==> src/design/sps_pkg.sv <==
// shared constants, types and helpers for the prime sieve pipeline
`default_nettype none

package sps_pkg;

    localparam int NUM_STAGES  = 16;
    localparam int VALUE_WIDTH = 16;
    localparam int FIELD_W     = 16;
    localparam int KIND_W      = 2;
    localparam int CNT_W       = $clog2(NUM_STAGES + 1);
    localparam int BCNT_W      = $clog2(VALUE_WIDTH);

    localparam logic [KIND_W-1:0] KIND_PRIME = 2'd0;
    localparam logic [KIND_W-1:0] KIND_FULL  = 2'd1;
    localparam logic [KIND_W-1:0] KIND_DONE  = 2'd2;

    typedef logic [VALUE_WIDTH-1:0] val_t;

    typedef enum logic [1:0] {
        ST_IDLE,
        ST_FEED,
        ST_DRAIN,
        ST_FINISH
    } sps_state_t;

    // one bit of a number moving down the chain, msb first
    typedef struct packed {
        logic vld;
        logic dbit;
        logic start;
        logic last;
        logic hit;
    } sps_stream_t;

    // store command broadcast from the controller
    typedef struct packed {
        logic             clear;
        logic             write;
        logic [CNT_W-1:0] idx;
        val_t             value;
    } sps_store_t;

    // per-cell view of the store command
    typedef struct packed {
        logic clear;
        logic write;
        val_t value;
    } sps_cell_cmd_t;

    function automatic val_t field_to_val(input logic [FIELD_W-1:0] f);
        return VALUE_WIDTH'(f);
    endfunction

    function automatic logic [FIELD_W-1:0] val_to_field(input val_t v);
        return FIELD_W'(v);
    endfunction

endpackage

`default_nettype wire

==> src/design/sps_in_if.sv <==
// input channel of the prime sieve pipeline
`default_nettype none

interface sps_in_if;
    logic                        valid;
    logic                        ready;
    logic [sps_pkg::FIELD_W-1:0] number;
    logic                        end_of_stream;

    modport source (output valid, output number, output end_of_stream, input ready);
    modport sink   (input valid, input number, input end_of_stream, output ready);
endinterface

`default_nettype wire

==> src/design/sps_out_if.sv <==
// result channel of the prime sieve pipeline
`default_nettype none

interface sps_out_if;
    logic                        valid;
    logic                        ready;
    logic [sps_pkg::FIELD_W-1:0] value;
    logic [sps_pkg::KIND_W-1:0]  kind;

    modport source (output valid, output value, output kind, input ready);
    modport sink   (input valid, input value, input kind, output ready);
endinterface

`default_nettype wire

==> src/design/prime_sieve_pipeline.sv <==
// top level of the prime sieve pipeline: sequencer and chain of sieve cells
//
// Each accepted number is shifted msb first into a chain of NUM_STAGES cells; every cell
// holds at most one stored prime and runs one restoring remainder step per cycle on the bits
// as they pass, handing the bit and a running "divided" flag to its neighbor. The verdict
// leaves the last cell's register while the sequencer drains; in the finish state a number
// that no stored prime divides has its result written to the output register, a divided one
// gives none, and the next number is taken back in idle. The time a number holds the block is
// set by the bit-serial remainder and the register hop in each cell; only one number is in the
// chain at a time. An end of stream item clears all cells at once. Results sit in an output
// register, so the next number is accepted while a result still waits for its transfer; a
// result that finds that register still full waits until the old result is taken.
`default_nettype none

module prime_sieve_pipeline (
    input  wire       clk,
    input  wire       rst_n,
    sps_in_if.sink    items,
    sps_out_if.source results
);

    sps_pkg::sps_stream_t   chain [sps_pkg::NUM_STAGES+1];
    sps_pkg::sps_store_t    store;
    sps_pkg::sps_cell_cmd_t cmd [sps_pkg::NUM_STAGES];

    sps_ctrl u_ctrl (
        .clk     (clk),
        .rst_n   (rst_n),
        .items   (items),
        .results (results),
        .inject  (chain[0]),
        .tail    (chain[sps_pkg::NUM_STAGES]),
        .store   (store)
    );

    for (genvar k = 0; k < sps_pkg::NUM_STAGES; k++)
    begin : g_cell
        // each cell takes the shared clear and the store write addressed to its slot
        always_comb
        begin
            cmd[k].clear = store.clear;
            cmd[k].write = store.write && (store.idx == sps_pkg::CNT_W'(k));
            cmd[k].value = store.value;
        end

        sps_cell u_cell (
            .clk   (clk),
            .rst_n (rst_n),
            .up    (chain[k]),
            .cmd   (cmd[k]),
            .dn    (chain[k+1])
        );
    end

endmodule

`default_nettype wire

==> src/design/sps_cell.sv <==
// one sieve stage: stored prime plus a bit-serial remainder step
`default_nettype none

module sps_cell (
    input  wire                   clk,
    input  wire                   rst_n,
    input  sps_pkg::sps_stream_t  up,
    input  sps_pkg::sps_cell_cmd_t cmd,
    output sps_pkg::sps_stream_t  dn
);

    sps_pkg::val_t        prime_reg;
    logic                 filled_reg;
    sps_pkg::val_t        rem_reg;
    sps_pkg::val_t        rem_next;
    sps_pkg::sps_stream_t dn_reg;
    sps_pkg::sps_stream_t dn_next;

    logic [sps_pkg::VALUE_WIDTH:0] shifted;
    logic [sps_pkg::VALUE_WIDTH:0] diff;
    sps_pkg::val_t                 rem_base;
    logic                          hit_here;

    // restoring remainder step; a stored zero leaves the prefix of n, zero only for n == 0
    always_comb
    begin
        rem_base = up.start ? '0 : rem_reg;
        shifted  = {rem_base, up.dbit};
        diff     = shifted - {1'b0, prime_reg};
        if (shifted >= {1'b0, prime_reg})
        begin
            rem_next = diff[sps_pkg::VALUE_WIDTH-1:0];
        end
        else
        begin
            rem_next = shifted[sps_pkg::VALUE_WIDTH-1:0];
        end
        hit_here = up.vld && up.last && filled_reg && (rem_next == '0);
        dn_next       = up;
        dn_next.hit   = up.hit || hit_here;
    end

    always_ff @(posedge clk or negedge rst_n)
    begin
        if (!rst_n)
        begin
            filled_reg <= 1'b0;
            dn_reg     <= '0;
        end
        else
        begin
            dn_reg <= dn_next;
            if (cmd.clear)
            begin
                filled_reg <= 1'b0;
            end
            else if (cmd.write)
            begin
                filled_reg <= 1'b1;
            end
        end
    end

    always_ff @(posedge clk)
    begin
        if (cmd.write)
        begin
            prime_reg <= cmd.value;
        end
        if (up.vld)
        begin
            rem_reg <= rem_next;
        end
    end

    assign dn = dn_reg;

endmodule

`default_nettype wire

==> src/design/sps_ctrl.sv <==
// sequencer: feeds numbers into the chain, collects the verdict, stores primes, emits results
`default_nettype none

module sps_ctrl (
    input  wire                  clk,
    input  wire                  rst_n,
    sps_in_if.sink               items,
    sps_out_if.source            results,
    output sps_pkg::sps_stream_t inject,
    input  sps_pkg::sps_stream_t tail,
    output sps_pkg::sps_store_t  store
);

    localparam logic [sps_pkg::BCNT_W-1:0] LAST_BIT = sps_pkg::BCNT_W'(sps_pkg::VALUE_WIDTH - 1);
    localparam logic [sps_pkg::CNT_W-1:0]  FULL_CNT = sps_pkg::CNT_W'(sps_pkg::NUM_STAGES);

    sps_pkg::sps_state_t state_reg;
    sps_pkg::sps_state_t state_next;

    sps_pkg::val_t                  num_reg;
    sps_pkg::val_t                  shift_reg;
    logic [sps_pkg::BCNT_W-1:0]     bcnt_reg;
    logic                           eos_reg;
    logic                           hit_reg;
    logic [sps_pkg::CNT_W-1:0]      count_reg;
    logic                           out_valid_reg;
    logic [sps_pkg::FIELD_W-1:0]    out_value_reg;
    logic [sps_pkg::KIND_W-1:0]     out_kind_reg;

    logic in_xfer;
    logic emit;
    logic out_free;
    logic finish_go;
    logic has_room;

    assign in_xfer  = items.valid && items.ready;
    assign emit     = eos_reg || !hit_reg;
    assign out_free = !out_valid_reg || results.ready;
    assign has_room = count_reg < FULL_CNT;

    // next state
    always_comb
    begin
        state_next = state_reg;
        case (state_reg)
            sps_pkg::ST_IDLE:
            begin
                if (items.valid)
                begin
                    state_next = items.end_of_stream ? sps_pkg::ST_FINISH : sps_pkg::ST_FEED;
                end
            end
            sps_pkg::ST_FEED:
            begin
                if (bcnt_reg == LAST_BIT)
                begin
                    state_next = sps_pkg::ST_DRAIN;
                end
            end
            sps_pkg::ST_DRAIN:
            begin
                if (tail.vld && tail.last)
                begin
                    state_next = sps_pkg::ST_FINISH;
                end
            end
            sps_pkg::ST_FINISH:
            begin
                if (!emit || out_free)
                begin
                    state_next = sps_pkg::ST_IDLE;
                end
            end
            default:
            begin
                state_next = sps_pkg::ST_IDLE;
            end
        endcase
    end

    // outputs
    always_comb
    begin
        finish_go    = (state_reg == sps_pkg::ST_FINISH) && (!emit || out_free);
        inject.vld   = (state_reg == sps_pkg::ST_FEED);
        inject.dbit  = shift_reg[sps_pkg::VALUE_WIDTH-1];
        inject.start = (bcnt_reg == '0);
        inject.last  = (bcnt_reg == LAST_BIT);
        inject.hit   = 1'b0;
        store.clear  = finish_go && eos_reg;
        store.write  = finish_go && !eos_reg && !hit_reg && has_room;
        store.idx    = count_reg;
        store.value  = num_reg;
    end

    assign items.ready   = (state_reg == sps_pkg::ST_IDLE);
    assign results.valid = out_valid_reg;
    assign results.value = out_value_reg;
    assign results.kind  = out_kind_reg;

    always_ff @(posedge clk or negedge rst_n)
    begin
        if (!rst_n)
        begin
            state_reg     <= sps_pkg::ST_IDLE;
            count_reg     <= '0;
            out_valid_reg <= 1'b0;
        end
        else
        begin
            state_reg <= state_next;
            if (store.clear)
            begin
                count_reg <= '0;
            end
            else if (store.write)
            begin
                count_reg <= count_reg + 1'b1;
            end
            if (finish_go && emit)
            begin
                out_valid_reg <= 1'b1;
            end
            else if (results.ready)
            begin
                out_valid_reg <= 1'b0;
            end
        end
    end

    always_ff @(posedge clk)
    begin
        if (in_xfer)
        begin
            num_reg   <= sps_pkg::field_to_val(items.number);
            shift_reg <= sps_pkg::field_to_val(items.number);
            eos_reg   <= items.end_of_stream;
            bcnt_reg  <= '0;
            hit_reg   <= 1'b0;
        end
        else if (state_reg == sps_pkg::ST_FEED)
        begin
            shift_reg <= {shift_reg[sps_pkg::VALUE_WIDTH-2:0], 1'b0};
            bcnt_reg  <= bcnt_reg + 1'b1;
        end
        if ((state_reg == sps_pkg::ST_DRAIN) && tail.vld && tail.last)
        begin
            hit_reg <= tail.hit;
        end
        if (finish_go && emit)
        begin
            if (eos_reg)
            begin
                out_value_reg <= '0;
                out_kind_reg  <= sps_pkg::KIND_DONE;
            end
            else
            begin
                out_value_reg <= sps_pkg::val_to_field(num_reg);
                out_kind_reg  <= has_room ? sps_pkg::KIND_PRIME : sps_pkg::KIND_FULL;
            end
        end
    end

    a_count_bound: assert property (@(posedge clk) disable iff (!rst_n)
        count_reg <= FULL_CNT)
        else $error("filled count beyond chain length");

    a_eos_clears: assert property (@(posedge clk) disable iff (!rst_n)
        (state_reg == sps_pkg::ST_FINISH) && eos_reg && out_free |=> count_reg == '0)
        else $error("end of stream did not clear the chain");

    a_tail_in_drain: assert property (@(posedge clk) disable iff (!rst_n)
        tail.vld && tail.last |-> state_reg == sps_pkg::ST_DRAIN)
        else $error("verdict left the chain outside drain");

    a_kind_legal: assert property (@(posedge clk) disable iff (!rst_n)
        out_valid_reg |-> (out_kind_reg == sps_pkg::KIND_PRIME ||
                           out_kind_reg == sps_pkg::KIND_FULL ||
                           out_kind_reg == sps_pkg::KIND_DONE))
        else $error("illegal result kind");

    a_write_has_room: assert property (@(posedge clk) disable iff (!rst_n)
        store.write |-> has_room && !store.clear)
        else $error("store into a full chain");

endmodule

`default_nettype wire
==> src/flat_wrapper.sv <==
// flat-port wrapper written by rule: the top's interface ports become plain ports
module prime_sieve_pipeline_flat 
  (clk, rst_n, items_valid, items_number, items_end_of_stream, items_ready, results_valid, results_value, results_kind, results_ready);
  sps_in_if items_i ();
  sps_out_if results_i ();
  input  wire clk;
  input  wire rst_n;
  input wire logic [$bits(items_i.valid)-1:0] items_valid;
  input wire logic [$bits(items_i.number)-1:0] items_number;
  input wire logic [$bits(items_i.end_of_stream)-1:0] items_end_of_stream;
  output wire logic [$bits(items_i.ready)-1:0] items_ready;
  output wire logic [$bits(results_i.valid)-1:0] results_valid;
  output wire logic [$bits(results_i.value)-1:0] results_value;
  output wire logic [$bits(results_i.kind)-1:0] results_kind;
  input wire logic [$bits(results_i.ready)-1:0] results_ready;
  assign items_i.valid = items_valid;
  assign items_i.number = items_number;
  assign items_i.end_of_stream = items_end_of_stream;
  assign items_ready = items_i.ready;
  assign results_valid = results_i.valid;
  assign results_value = results_i.value;
  assign results_kind = results_i.kind;
  assign results_i.ready = results_ready;
  prime_sieve_pipeline u_core (.clk(clk), .rst_n(rst_n), .items(items_i), .results(results_i));
endmodule
==> config.mk <==
export PLATFORM = sky130hd
export DESIGN_NAME = prime_sieve_pipeline_flat
export DESIGN_NICKNAME = d
export VERILOG_FILES = /design/src/design/sps_pkg.sv /design/src/design/sps_in_if.sv /design/src/design/sps_out_if.sv /design/src/design/prime_sieve_pipeline.sv /design/src/design/sps_cell.sv /design/src/design/sps_ctrl.sv /design/src/flat_wrapper.sv
export SDC_FILE = /design/constraint.sdc
export NUM_CORES = 1
export LEC_CHECK = 0
export BUFFER_PORTS_ARGS = -buffer_cell sky130_fd_sc_hd__buf_2
export CORE_MARGIN = 2
export CORE_UTILIZATION = 65
export DETAILED_ROUTE_END_ITERATION = 10
export GPL_TIMING_DRIVEN = 0
export MAX_ROUTING_LAYER = met4
export PLACE_DENSITY = 0.82
export SYNTH_ARGS = -nofsm -noshare
export SYNTH_HDL_FRONTEND = slang
export SYNTH_SLANG_ARGS = --single-unit
==> constraint.sdc <==
create_clock -name clk -period 9.64 [get_ports clk]
set_input_delay 0.482 -clock clk [delete_from_list [all_inputs] [get_ports clk]]
set_output_delay 0.482 -clock clk [all_outputs]
set_load 0.005 [all_outputs]
==> impl_metrics.yaml <==
route:
  drc: 0
  vias: 27700
  avgRoutedWirePerCell_microns: 20.3
  viasPerCell: 6.07
  drt_iter0_drc: 2203
  postRouteAntennaNets: 0
  drt_pre_antenna_iters: 7
  wirelength_mm: 92.7
outcome:
  status: "complete, but fails checks"
  violations: "max-capacitance violations, max-slew violations"
setup_path:
  endpoint_kind: "flop"
  crit_type: "flop to flop"
  critPathArrivalTime_ns: 5.21
  path_delay_family: "compound AO/OA/AOI/OAI gates"
  path_max_fanout: 10
  cp_cell_sequence: "clkbuf_1 > nor2b_1 > ha_1 > a2111o_1 > o2111ai_1 > nand2_1 > nand4_1 > a21oi_1 > a2111oi_1 > buf_4 > mux2_2 > or4b_1 > o41ai_2"
  critical_path.max_stage_delay_ns: 0.74
  crit_slowest_cell: "a2111oi_1"
  path_buf_inv: 2
  critPathLaunchType: "flop"
  worstPathRequired_ns: 10.15
global_route:
  antenna_found_initial: 2
  grt_pass1_wl_mm: 148
  grt_util_all_layers_pct: 30.9
  first_global_vias: 27500
  overflow: 0
  grt_max_degree: 75
clocking:
  cts.sinks: 670
  clock_path_buffers: 3
  cts_tree: "yes"
  clock_latency_ns: 0.63
  clkSlewWorstSetupHoldPaths_ns: 0.06
  root_buffer: "clkbuf_16"
  cts_made_buffers: 73
  h-tree-depth: 3
layout:
  finish.utilization_pct: 72.7
  nets: 4041
  drive_above_1_share_pct: 9.38
  multi_input_area_sq_um: 17600
  regArea_sq_um: 19600
  syn_to_final_growth_pct: 10.5
  post-route-cell-area_sq_um: 43000
  fillCellCount: 4028
power_and_ir_drop:
  leakage_uw: 0.0183
  pwr_density_cell_nw_per_um2: 378
  irDropWorstVdd_mv: 0.308
floorplan:
  dieArea_sq_um: 61800
  fp.dieH_microns: 249
  ios: 41
  die_w_microns: 249
  core_sq_um: 59100
  core.rowCount: 89
  start_util_pct: 65.8
timing:
  worst_slew_pin_slew_ns: 1.51
  max_freq_mhz: 213
  fin_setup_tns_ns: 0
  min_period_over_period_pct: 48.8
  rsz0062_at_grt: "no"
  drv_slew: 18
  finalClockSkew_ns: 0.0207
  slew-limit-headroom_pct: -0.400
  fin_crit_ns: 4.70
  hold_viol_final: 0
  setup_viol: 0
synthesis:
  synth_top_family_by_area: "simple AND/OR/NAND/NOR gates"
  async_reset_ff_share_pct: 15.2
  synth_compound_area_share_pct: 12.0
  syn_inst: 3594
  muxShareOfSynthArea_pct: 4.68
  netlist_area_sq_um: 38900
  synthSimpleGateAreaFrac_pct: 14.4
  synth_enable_flop_cells: 564
  ys_seq_area_share_pct: 50.3
  netlist.top_cell.by_area: "edfxtp_1"
  synthAdderAreaFrac_pct: 9.41
  yosys_warnings: 0
  synth_nets: 3898
  syn_avg_cell_area_sq_um: 10.8
  ys.flop_type: "edfxtp_1"
  ys_ff_latch: 670
  synth.area.top_cells: "edfxtp_1, ha_1, dfrtp_1, inv_1, nor2b_1"
  synth_xor_area_share_pct: 4.64
  synth_cell_type_count: 97
  synth_top_area_share_pct: 43.5
job:
  cap_violations: 1
placed_design:
  place.gp.congestion: 0.937
  port-buffer-count: 40
  post_dp_cell_area_sq_um: 40600
  hpwl_mm: 64.2
worst_hold_path:
  hold_class: "input pin to flop"
==> report_power, final <==
| group | switching [uW] | total [uW] | internal (uW) |
|---|---|---|---|
| Sequential | 590 | 5120 | 4530 |
| Clock | 1170 | 2740 | 1570 |
| Combinational | 4880 | 8370 | 3490 |
| Total | 6640 | 16200 | 9590 |
==> cell type report <==
class,count,area share [%]
tap,773,2.25
antenna,2,0.0116
clock buffer,100,4.63
sequential,670,45.5
buffer,72,0.699
clock inverter,33,0.760
inverter,397,3.47
multi-input combinational,2455,41.0
timing repair buffer,68,1.68
==> Yosys cell counts, drive strengths merged (10+ instances only) <==
library cell  count
a211oi           23
a21o             97
a21oi           200
a31oi            26
and2             20
and3             18
buf              19
clkbuf           53
dfrtp           102
edfxtp          564
fa               16
ha              267
inv             396
mux2            103
mux2i            66
nand2           266
nand2b           31
nand3            62
nand4            64
nor2            227
nor2b           224
nor3             69
nor4             50
o211ai           13
o21a             36
o21ai           153
o21bai           15
o31a             10
o31ai            18
o41ai            16
or2              10
or3              11
xnor2           123
xor2             83
==> repair_timing <==
action / 4_1_cts / 5_1_grt
setup buffers: 0 / 0
endpoints found under the hold margin: 28 / 0
resized for setup: 0 / 0
hold buffers: 1 / 0
==> layout by cell type, fill, tap and decap left out, drive strengths merged, types with 86 or more instances in the layout <==
cell    instances
clkbuf        153
o21ai         153
a21o           97
inv           401
nand2         266
xnor2         123
mux2          103
a21oi         200
nor2          227
buf            86
dfrtp         102
ha            267
nor2b         224
edfxtp        564
==> path summary, 6_finish.rpt <==
kind,slack [ns],cells past startpoint,endpoint,start
setup / recovery,4.94,13,u_core.g_cell[6].u_cell.dn[0],u_core.g_cell[5].u_cell.dn[2]
hold / removal,0.04,1,u_core.u_ctrl.num_reg[0],items_number[0]
setup reg to reg,4.94,13,u_core.g_cell[6].u_cell.dn[0],u_core.g_cell[5].u_cell.dn[2]
min in group asynchronous,0.33,2,u_core.g_cell[11].u_cell.dn[2],rst_n
hold reg to reg,0.38,0,u_core.g_cell[14].u_cell.dn[1],u_core.g_cell[13].u_cell.dn[1]
max in group asynchronous,8.56,3,u_core.g_cell[7].u_cell.dn[4],rst_n
==> cells by family after synthesis <==
family | count (synthesis)
AOI/OAI and AO/OA | 698
xor gates and xnor gates | 206
adders and majority gates | 283
buffers and inverters | 469
DFF | 670
muxes | 169
and+or+nand+nor | 1099
==> worst reg2reg max path: cells and delay by family, from the launching register on <==
kind	cells	cell delay [ns]
buffers and inverters	2	0.77
AOI/OAI and AO/OA	5	1.67
DFF	1	0.49
muxes	1	0.36
adders and majority gates	1	0.29
and+or+nand+nor	4	1.02
==> metrics by stage <==
step	hold slack (ns)	cells	total power, uW	setup WS [ns]
6_report	0.0352	4570	16200	4.94
5_1_grt	0.0190	4569	17300	4.72
4_1_cts	0.0148	4568	16100	4.99
3_5_place_dp	0.363	4434	13300	5.07
3_3_place_gp	0.362	4407	13000	4.42
2_1_floorplan	0.186	3594	11300	5.90
==> layer usage <==
| metal | vias up | share of wire [%] | GRT usage, % |
|---|---|---|---|
| met5 | - | 0 | - |
| met4 | 0 | 3.4 | 11.0 |
| met3 | 220 | 7.2 | 5.12 |
| met2 | 979 | 47 | 49.3 |
| met1 | 13300 | 42 | 40.4 |
| li1 | 13200 | - | - |
(Power assumes the default switching activity.)
